**config.mk**
```make
export PLATFORM = sky130hd
export DESIGN_NAME = touch_sample_pressure_filter
export DESIGN_NICKNAME = d
export VERILOG_FILES = /design/src/rtl/tspf_pkg.sv /design/src/rtl/touch_sample_pressure_filter.sv
export SDC_FILE = /design/constraint.sdc
export NUM_CORES = 1
export LEC_CHECK = 0
export ABC_CLOCK_PERIOD_IN_PS = 5800
export BUFFER_PORTS_ARGS = -buffer_cell sky130_fd_sc_hd__buf_2
export CAP_MARGIN = 20
export CORE_ASPECT_RATIO = 1.2
export CORE_MARGIN = 1
export CORE_UTILIZATION = 54
export CTS_CLUSTER_DIAMETER = 200
export DETAILED_ROUTE_END_ITERATION = 16
export PLACE_DENSITY = 0.77
export SLEW_MARGIN = 25
export SYNTH_ARGS = -nofsm -noshare
export SYNTH_HDL_FRONTEND = slang
export SYNTH_SLANG_ARGS = --single-unit
```
**constraint.sdc**
```tcl
create_clock -name clk_i -period 5.8 [get_ports clk_i]
set_clock_uncertainty 0.05 [all_clocks]
set_input_delay 1.74 -clock clk_i [delete_from_list [all_inputs] [get_ports clk_i]]
set_output_delay 1.74 -clock clk_i [all_outputs]
set_load 0.03 [all_outputs]
```
**src/rtl/tspf_pkg.sv**
```systemverilog
// ----------------------------------------------------------------------------
// tspf_pkg
// Shared constants for the touch sample pressure filter.
// ----------------------------------------------------------------------------
package tspf_pkg;

  localparam int unsigned SampleW   = 12;
  localparam int unsigned PlateW    = 16;
  localparam int unsigned ProdW     = 32;
  localparam int unsigned PressW    = 20;
  localparam int unsigned SumW      = 15;
  localparam int unsigned MinW      = 13;
  localparam int unsigned CountW    = 3;
  localparam int unsigned ShiftCntW = 5;

  localparam int unsigned InDataW  = 48;
  localparam int unsigned InUserW  = 2;
  localparam int unsigned OutDataW = 48;
  localparam int unsigned OutUserW = 1;
  localparam int unsigned ApbAddrW = 3;
  localparam int unsigned ApbDataW = 32;

  localparam logic [SampleW-1:0]   Z1Floor      = 12'd10;
  localparam logic [SampleW-1:0]   Z2Ceil       = 12'd4086;
  localparam logic [ProdW:0]       RoundAdd     = 33'd2047;
  localparam int unsigned          PressShift   = 12;
  localparam logic [CountW-1:0]    BurstLen     = 3'd6;
  localparam logic [MinW-1:0]      SmallestInit = 13'd4096;
  localparam logic [PlateW-1:0]    PlateReset   = 16'd660;

  // register index 0 decodes from address bit 2
  localparam logic [ApbAddrW-1:0]  RegPlateAddr = 3'd0;

  localparam logic [ShiftCntW-1:0] MulXSteps = ShiftCntW'(SampleW - 1);
  localparam logic [ShiftCntW-1:0] MulPSteps = ShiftCntW'(PlateW - 1);
  localparam logic [ShiftCntW-1:0] DivSteps  = ShiftCntW'(ProdW - 1);

endpackage

```
**src/rtl/touch_sample_pressure_filter.sv**
```systemverilog
// ----------------------------------------------------------------------------
// touch_sample_pressure_filter
// Pressure check and six-sample trimmed mean for resistive touch samples.
// ----------------------------------------------------------------------------
// One sample is taken at a time. A sample that passes the pen, read and
// Z1/Z2 checks runs through a bit-serial shift-add multiplier (12 steps for
// X, 16 steps for the plate resistance) and a restoring divider by Z1 that
// retires one quotient bit per cycle (32 steps); a sample rejected by the
// checks goes straight to the done state. No new sample is taken until the
// current one is finished. The six-sample burst bookkeeping and the result
// load happen in the done state, which waits while the output register
// still holds an untaken result. A bad sample gives an abort result; the
// sixth good sample since the last result gives the trimmed mean of X and Y.
module touch_sample_pressure_filter (
  input  logic                           clk_i,
  input  logic                           rst_ni,
  // slave side
  input  logic                           s_axis_tvalid,
  output logic                           s_axis_tready,
  // raw_x [11:0], raw_y [23:12], raw_z1 [35:24], raw_z2 [47:36]
  input  logic [tspf_pkg::InDataW-1:0]   s_axis_tdata,
  // pen_down [0], read_failed [1]
  input  logic [tspf_pkg::InUserW-1:0]   s_axis_tuser,
  // master side
  output logic                           m_axis_tvalid,
  input  logic                           m_axis_tready,
  // avg_x [11:0], avg_y [23:12], last_pressure [43:24], zero [47:44]
  output logic [tspf_pkg::OutDataW-1:0]  m_axis_tdata,
  // ok [0]
  output logic [tspf_pkg::OutUserW-1:0]  m_axis_tuser,
  // configuration
  input  logic                           psel,
  input  logic                           penable,
  input  logic                           pwrite,
  input  logic [tspf_pkg::ApbAddrW-1:0]  paddr,
  input  logic [tspf_pkg::ApbDataW-1:0]  pwdata,
  output logic [tspf_pkg::ApbDataW-1:0]  prdata,
  output logic                           pready
);

  typedef enum logic [2:0] {
    ST_IDLE,
    ST_MULX,
    ST_MULP,
    ST_DIV,
    ST_DONE
  } state_e;

  state_e state_q, state_d;

  logic [tspf_pkg::PlateW-1:0]    plate_q;
  logic [tspf_pkg::SampleW-1:0]   x_q, x_d, y_q, y_d, z1_q, z1_d;
  logic [tspf_pkg::PlateW-1:0]    mplier_q, mplier_d;
  logic [tspf_pkg::ProdW-1:0]     mcand_q, mcand_d, acc_q, acc_d;
  logic [tspf_pkg::SampleW-1:0]   rem_q, rem_d;
  logic [tspf_pkg::ShiftCntW-1:0] cnt_q, cnt_d;

  logic [tspf_pkg::CountW-1:0]    good_q, good_d;
  logic [tspf_pkg::SumW-1:0]      sum_x_q, sum_x_d, sum_y_q, sum_y_d;
  logic [tspf_pkg::SampleW-1:0]   max_x_q, max_x_d, max_y_q, max_y_d;
  logic [tspf_pkg::MinW-1:0]      min_x_q, min_x_d, min_y_q, min_y_d;

  logic                           m_valid_q, m_valid_d;
  logic [tspf_pkg::OutDataW-1:0]  m_data_q, m_data_d;
  logic [tspf_pkg::OutUserW-1:0]  m_user_q, m_user_d;

  logic                           s_xfer, cfg_wr;
  logic [tspf_pkg::SampleW-1:0]   in_x, in_y, in_z1, in_z2;
  logic                           in_pen, in_fail, in_good;
  logic [tspf_pkg::ProdW-1:0]     add_w, diff_w;
  logic [tspf_pkg::SampleW:0]     trial_w, trial_sub;
  logic                           trial_ge;
  logic [tspf_pkg::ProdW:0]       round_w;
  logic [tspf_pkg::PressW-1:0]    press_w;
  logic                           slot_free;
  logic [tspf_pkg::SumW-1:0]      nsum_x, nsum_y;
  logic [tspf_pkg::SampleW-1:0]   nmax_x, nmax_y;
  logic [tspf_pkg::MinW-1:0]      nmin_x, nmin_y;
  logic [tspf_pkg::CountW-1:0]    ngood;
  logic [tspf_pkg::SumW:0]        trim_x, trim_y;

  assign in_x    = s_axis_tdata[11:0];
  assign in_y    = s_axis_tdata[23:12];
  assign in_z1   = s_axis_tdata[35:24];
  assign in_z2   = s_axis_tdata[47:36];
  assign in_pen  = s_axis_tuser[0];
  assign in_fail = s_axis_tuser[1];
  assign in_good = in_pen && !in_fail && (in_z1 > tspf_pkg::Z1Floor)
                   && (in_z2 < tspf_pkg::Z2Ceil);

  assign s_axis_tready = (state_q == ST_IDLE);
  assign s_xfer        = s_axis_tvalid && s_axis_tready;

  // configuration port
  assign pready = 1'b1;
  assign cfg_wr = psel && penable && pwrite && !paddr[2];
  assign prdata = (paddr[2] == tspf_pkg::RegPlateAddr[2])
                  ? tspf_pkg::ApbDataW'(plate_q) : '0;

  always_ff @(posedge clk_i or negedge rst_ni) begin
    if (!rst_ni) begin
      plate_q <= tspf_pkg::PlateReset;
    end else if (cfg_wr) begin
      plate_q <= pwdata[tspf_pkg::PlateW-1:0];
    end
  end

  // shared datapath pieces
  assign diff_w    = tspf_pkg::ProdW'(in_z2) - tspf_pkg::ProdW'(in_z1);
  assign add_w     = acc_q + (mplier_q[0] ? mcand_q : '0);
  assign trial_w   = {rem_q, acc_q[tspf_pkg::ProdW-1]};
  assign trial_ge  = (trial_w >= {1'b0, z1_q});
  assign trial_sub = trial_w - {1'b0, z1_q};
  assign round_w   = {1'b0, acc_q} + tspf_pkg::RoundAdd;
  assign press_w   = round_w[tspf_pkg::PressShift +: tspf_pkg::PressW];
  assign slot_free = !m_valid_q || m_axis_tready;

  // burst bookkeeping with the current sample folded in
  assign nsum_x = sum_x_q + tspf_pkg::SumW'(x_q);
  assign nsum_y = sum_y_q + tspf_pkg::SumW'(y_q);
  assign nmax_x = (x_q > max_x_q) ? x_q : max_x_q;
  assign nmax_y = (y_q > max_y_q) ? y_q : max_y_q;
  assign nmin_x = (tspf_pkg::MinW'(x_q) < min_x_q) ? tspf_pkg::MinW'(x_q) : min_x_q;
  assign nmin_y = (tspf_pkg::MinW'(y_q) < min_y_q) ? tspf_pkg::MinW'(y_q) : min_y_q;
  assign ngood  = good_q + 1'b1;
  assign trim_x = (tspf_pkg::SumW+1)'(nsum_x) - (tspf_pkg::SumW+1)'(nmax_x)
                  - (tspf_pkg::SumW+1)'(nmin_x);
  assign trim_y = (tspf_pkg::SumW+1)'(nsum_y) - (tspf_pkg::SumW+1)'(nmax_y)
                  - (tspf_pkg::SumW+1)'(nmin_y);

  always_comb begin
    state_d   = state_q;
    x_d       = x_q;
    y_d       = y_q;
    z1_d      = z1_q;
    mplier_d  = mplier_q;
    mcand_d   = mcand_q;
    acc_d     = acc_q;
    rem_d     = rem_q;
    cnt_d     = cnt_q;
    good_d    = good_q;
    sum_x_d   = sum_x_q;
    sum_y_d   = sum_y_q;
    max_x_d   = max_x_q;
    max_y_d   = max_y_q;
    min_x_d   = min_x_q;
    min_y_d   = min_y_q;
    m_valid_d = m_valid_q && !m_axis_tready;
    m_data_d  = m_data_q;
    m_user_d  = m_user_q;

    case (state_q)
      ST_IDLE: begin
        if (s_xfer) begin
          x_d      = in_x;
          y_d      = in_y;
          z1_d     = in_z1;
          mplier_d = tspf_pkg::PlateW'(in_x);
          mcand_d  = diff_w;
          acc_d    = '0;
          cnt_d    = tspf_pkg::MulXSteps;
          // a rejected sample skips the arithmetic with zero pressure
          state_d  = in_good ? ST_MULX : ST_DONE;
        end
      end
      ST_MULX: begin
        acc_d    = add_w;
        mcand_d  = mcand_q << 1;
        mplier_d = mplier_q >> 1;
        cnt_d    = cnt_q - 1'b1;
        if (cnt_q == '0) begin
          mcand_d  = add_w;
          acc_d    = '0;
          mplier_d = plate_q;
          cnt_d    = tspf_pkg::MulPSteps;
          state_d  = ST_MULP;
        end
      end
      ST_MULP: begin
        acc_d    = add_w;
        mcand_d  = mcand_q << 1;
        mplier_d = mplier_q >> 1;
        cnt_d    = cnt_q - 1'b1;
        if (cnt_q == '0) begin
          rem_d   = '0;
          cnt_d   = tspf_pkg::DivSteps;
          state_d = ST_DIV;
        end
      end
      ST_DIV: begin
        // dividend shifts out the top while quotient bits enter the bottom
        rem_d = trial_ge ? trial_sub[tspf_pkg::SampleW-1:0]
                         : trial_w[tspf_pkg::SampleW-1:0];
        acc_d = {acc_q[tspf_pkg::ProdW-2:0], trial_ge};
        cnt_d = cnt_q - 1'b1;
        if (cnt_q == '0) begin
          state_d = ST_DONE;
        end
      end
      ST_DONE: begin
        if (slot_free) begin
          state_d = ST_IDLE;
          if (press_w == '0 || ngood == tspf_pkg::BurstLen) begin
            m_valid_d = 1'b1;
            if (press_w == '0) begin
              m_user_d = '0;
              m_data_d = '0;
            end else begin
              m_user_d = 1'b1;
              m_data_d = {4'd0, press_w, trim_y[13:2], trim_x[13:2]};
            end
            good_d  = '0;
            sum_x_d = '0;
            sum_y_d = '0;
            max_x_d = '0;
            max_y_d = '0;
            min_x_d = tspf_pkg::SmallestInit;
            min_y_d = tspf_pkg::SmallestInit;
          end else begin
            good_d  = ngood;
            sum_x_d = nsum_x;
            sum_y_d = nsum_y;
            max_x_d = nmax_x;
            max_y_d = nmax_y;
            min_x_d = nmin_x;
            min_y_d = nmin_y;
          end
        end
      end
      default: begin
        state_d = ST_IDLE;
      end
    endcase
  end

  always_ff @(posedge clk_i or negedge rst_ni) begin
    if (!rst_ni) begin
      state_q   <= ST_IDLE;
      good_q    <= '0;
      sum_x_q   <= '0;
      sum_y_q   <= '0;
      max_x_q   <= '0;
      max_y_q   <= '0;
      min_x_q   <= tspf_pkg::SmallestInit;
      min_y_q   <= tspf_pkg::SmallestInit;
      m_valid_q <= 1'b0;
    end else begin
      state_q   <= state_d;
      good_q    <= good_d;
      sum_x_q   <= sum_x_d;
      sum_y_q   <= sum_y_d;
      max_x_q   <= max_x_d;
      max_y_q   <= max_y_d;
      min_x_q   <= min_x_d;
      min_y_q   <= min_y_d;
      m_valid_q <= m_valid_d;
    end
  end

  always_ff @(posedge clk_i) begin
    x_q      <= x_d;
    y_q      <= y_d;
    z1_q     <= z1_d;
    mplier_q <= mplier_d;
    mcand_q  <= mcand_d;
    acc_q    <= acc_d;
    rem_q    <= rem_d;
    cnt_q    <= cnt_d;
    m_data_q <= m_data_d;
    m_user_q <= m_user_d;
  end

  assign m_axis_tvalid = m_valid_q;
  assign m_axis_tdata  = m_data_q;
  assign m_axis_tuser  = m_user_q;

endmodule

```
==> reports/results.txt <==
For the number of detailed-route iterations in the first pass, the log shows 9. The violation count after the first detailed-routing iteration came out at 1175. The critical path capture point type was a flop.

The tools report the setup slack on the worst flop-to-flop path as 0.36 ns. After floorplanning, the core was divided into 74 placement rows. A synthesized cell averages 10.2 µm².

Endpoint of the most critical register-to-register path: m_axis_tdata[23]$_SDFFCE_PN0P_. The run gives 1 as the number of antenna violations at the first check in global routing. The dominant register cell in the synthesized netlist is edfxtp_1. At the worst endpoint, the arrival time is 5.71 ns. The number of hold buffers added after CTS was 0. The clock drives 279 sinks. The area fraction of the dominant cell type after synthesis came out at 0.283.

In the routed layout, each cell is associated on average with a via count of 6.06. The worst register-to-register path has a depth of 18. The ratio of cells with drive above 1 in the final layout is 0.145. TritonCTS built the clock tree. The logs give 45900 µm for the detailed-route wire length and 0 for the number of nets still failing antenna checks after routing. The biggest area contributor in the post-synthesis netlist is edfxtp_1.

By area the synthesized netlist is led by edfxtp_1, dfrtp_1, ha_1. After legalization and detailed placement, the total HPWL measured 33800 µm. During placement, the flow inserted port buffers numbering 136. Global routing finished with a remaining overflow of 0. The tools report the fraction of the yosys area taken by sequential cells as 0.418. The critical path ends at m_axis_tdata[23]$_SDFFCE_PN0P_.

The run finished with clean final reports. The final critical-path share of the clock period works out to 0.938. The slowest stage of the critical path is the a2111oi_0 cell. Leaving out fill and tap cells, the most frequent cell in the layout is edfxtp_1.

Cell at the root of the clock tree: clkbuf_16. The combined global-route utilization of all metal layers was 0.257. The time the final worst path needs with I/O delays and setup was 5.44 ns; the total via count after detailed routing was 14820. Clock-pin slew was measured on the worst setup and hold paths at 0.06 ns. The wire length per cell was 18.8 µm. Placeable core region: 34300 µm². The smallest hold slack came out at 0.442 ns. The synthesized design contains 178 enable-type register cells. For the worst setup path, the data required time is 6.08 ns. Pin placement for this block handled 176 I/O pins. The number of antenna diodes in the final layout is 0. The pin slew with the least headroom to its limit is 0.988 ns. The share of flip-flops with an asynchronous set or reset came out at 0.362.

The area of the mapped netlist is 18900 µm². The area added between synthesis and finish was 11.4%; the number of max-slew violations in the final report was 0. The top cell types in the final layout, fill and taps aside, are edfxtp_1, ha_1, inv_1. The logs give 0 for the number of resized instances in the post-cts repair step and 0.613 for the final design utilization.

Synthesis produced a netlist whose cell count is 1848. The setup TNS came out at 0 ns. The highest cell delay on the worst timing path was 0.64 ns. The die area was 35700 µm². The relative slew slack is 0.340, and the number of clock buffers inserted by TritonCTS is 30.

Startpoint-to-endpoint class of the critical path: reg2reg. Setup repair after global routing left no endpoint under its margin. For this run, the number of Yosys warnings is 0.

Number of max-capacitance violations reported: 0. For the number of hold violations in the final report, the log shows 0. For this run, design rule violations remaining after detail routing come to 0.

The startpoint identified for the worst register-to-register timing path is y_q[1]$_DFFE_PP_. Counting along the longest clock path gives a buffer depth of 3. The horizontal extent of the die was 173 µm. The first global-routing pass estimated 74300 µm of wire. The post-CTS setup buffer count was 0. The number of different library cells used by synthesis comes to 83. The effective utilization at floorplan was 0.551. The final weighted congestion in routability-driven placement is 0.926, and the flip-flop and latch count after synthesis is 279. The via count of the first global-routing pass was 14671. The worst setup path is launched from a flop. The highest net fanout along the worst path was 14; the total setup violations reported at the end of the flow was 0. The maximum number of pins on one net before global-route repair was 46. The min-delay analysis places its worst path in the category reg2reg. The clock latency at the later pin of the worst-skew pair is 0.59 ns, and the height of the die is 207 µm. The final layout net count came out at 2242. The highest attainable clock frequency came out at 0.184 GHz. Tracing the worst setup path back leads to its startpoint at y_q[1]$_DFFE_PP_. The tools report the deepest level of the CTS H-tree as 1. Walking the worst path, the cells encountered are ha_1 > nor2b_1 > o21a_1 > o21ai_0 > a21oi_1 > a2111oi_0 > or2_2 > mux2_2 > fa_1 > inv_1 > ha_1 > or3_1 > o211ai_1 > a31oi_1 > a21o_1 > a21oi_1 > xnor2_1 > nor2_1.
worst min-delay path by stage:
stage                                        from                      end  slack [ns]  depth (start not counted)
after floorplan           sum_x_q[10]$_DFFE_PN0P_  sum_x_q[10]$_DFFE_PN0P_        0.40                          2
after global placement    sum_x_q[10]$_DFFE_PN0P_  sum_x_q[10]$_DFFE_PN0P_        0.42                          2
after detailed placement   min_x_q[5]$_DFFE_PN0P_   min_x_q[5]$_DFFE_PN0P_        0.43                          1
after CTS                  sum_y_q[7]$_DFFE_PN0P_   sum_y_q[7]$_DFFE_PN0P_        0.45                          2
after global routing       min_x_q[5]$_DFFE_PN0P_   min_x_q[5]$_DFFE_PN0P_        0.47                          1
final                      sum_y_q[7]$_DFFE_PN0P_   sum_y_q[7]$_DFFE_PN0P_        0.44                          2
Yosys cell counts (6+ instances only):
| cell | instances |
|---|---|
| a211oi_1 | 21 |
| a21o_1 | 38 |
| a21oi_1 | 92 |
| a221o_1 | 18 |
| a222oi_1 | 12 |
| a22o_1 | 74 |
| a22oi_1 | 9 |
| a31oi_1 | 11 |
| and2_1 | 41 |
| and3_1 | 15 |
| buf_2 | 11 |
| buf_4 | 23 |
| clkbuf_1 | 55 |
| dfrtp_1 | 95 |
| dfstp_2 | 6 |
| edfxtp_1 | 178 |
| fa_1 | 25 |
| ha_1 | 158 |
| inv_1 | 150 |
| mux2_2 | 36 |
| mux2i_1 | 20 |
| nand2_1 | 103 |
| nand2b_1 | 11 |
| nand3_1 | 39 |
| nand4_1 | 20 |
| nor2_1 | 122 |
| nor2b_1 | 36 |
| nor3_1 | 42 |
| nor4_1 | 10 |
| o211ai_1 | 17 |
| o21a_1 | 24 |
| o21ai_0 | 89 |
| o21bai_1 | 8 |
| o22ai_1 | 15 |
| o31ai_1 | 15 |
| or2_2 | 13 |
| or3_1 | 16 |
| xnor2_1 | 53 |
| xor2_1 | 34 |
cell families (layout without fill, tap and decap cells):
family                   Yosys count  after routing  synth area share
adder cells (fa/ha/maj)          183            183             0.131
buffers and inverters            243            364            0.0545
multiplexers                      56             56            0.0321
AND/OR/NAND/NOR                  498            498             0.135
AO/OA/AOI/OAI                    500            500             0.189
XOR/XNOR                          87             87            0.0404
flip-flops                       279            279             0.418
other                              2             23          0.000398
state kept, by name, summed over array words and instances (netlist names), 13 cells and up:
signal,count
mplier_q,16
sum_x_q,14
acc_q,32
sum_y_q,14
plate_q,16
m_axis_tdata,44
min_x_q,13
min_y_q,13
mcand_q,32
final cells by class:
type / count / area (µm²)
clock buffers: 35 / 801
clock inverters: 20 / 270
fillers: 2816 / 13200
inverters: 150 / 563
multi-input cells: 1347 / 10100
flip-flops and latches: 279 / 7880
well taps: 456 / 571
repair buffers: 159 / 860
routing by layer:
layer | up-vias | wire (µm) | GRT usage
met3 | 87 | 2330 | 0.0258
met2 | 455 | 23100 | 0.464
met5 | - | 11 | 0
met4 | 2 | 1240 | 0.0890
li1 | 7033 | - | -
met1 | 7243 | 19200 | 0.323
through the flow:
step	std cells	area [µm²]	setup WS [ns]
after CTS	2446	21000	0.402
after floorplan	1869	18900	0.620
after detailed placement	2391	19900	0.424
final	2446	21000	0.362
after global routing	2446	21000	0.0729
after global placement	2390	19900	0.526
worst max-delay path: cells and delay by family (launching register included):
kind / cells / cell delay (ns)
flops: 1 / 0.48
compound gates: 8 / 1.90
fa+ha+maj: 3 / 1.13
simple gates: 4 / 1.03
xor+xnor: 1 / 0.13
mux: 1 / 0.41
buf+inv: 1 / 0.05
Power is not shown: default switching activity piles up to over one toggle a cycle in this logic, so the estimate is an artifact.
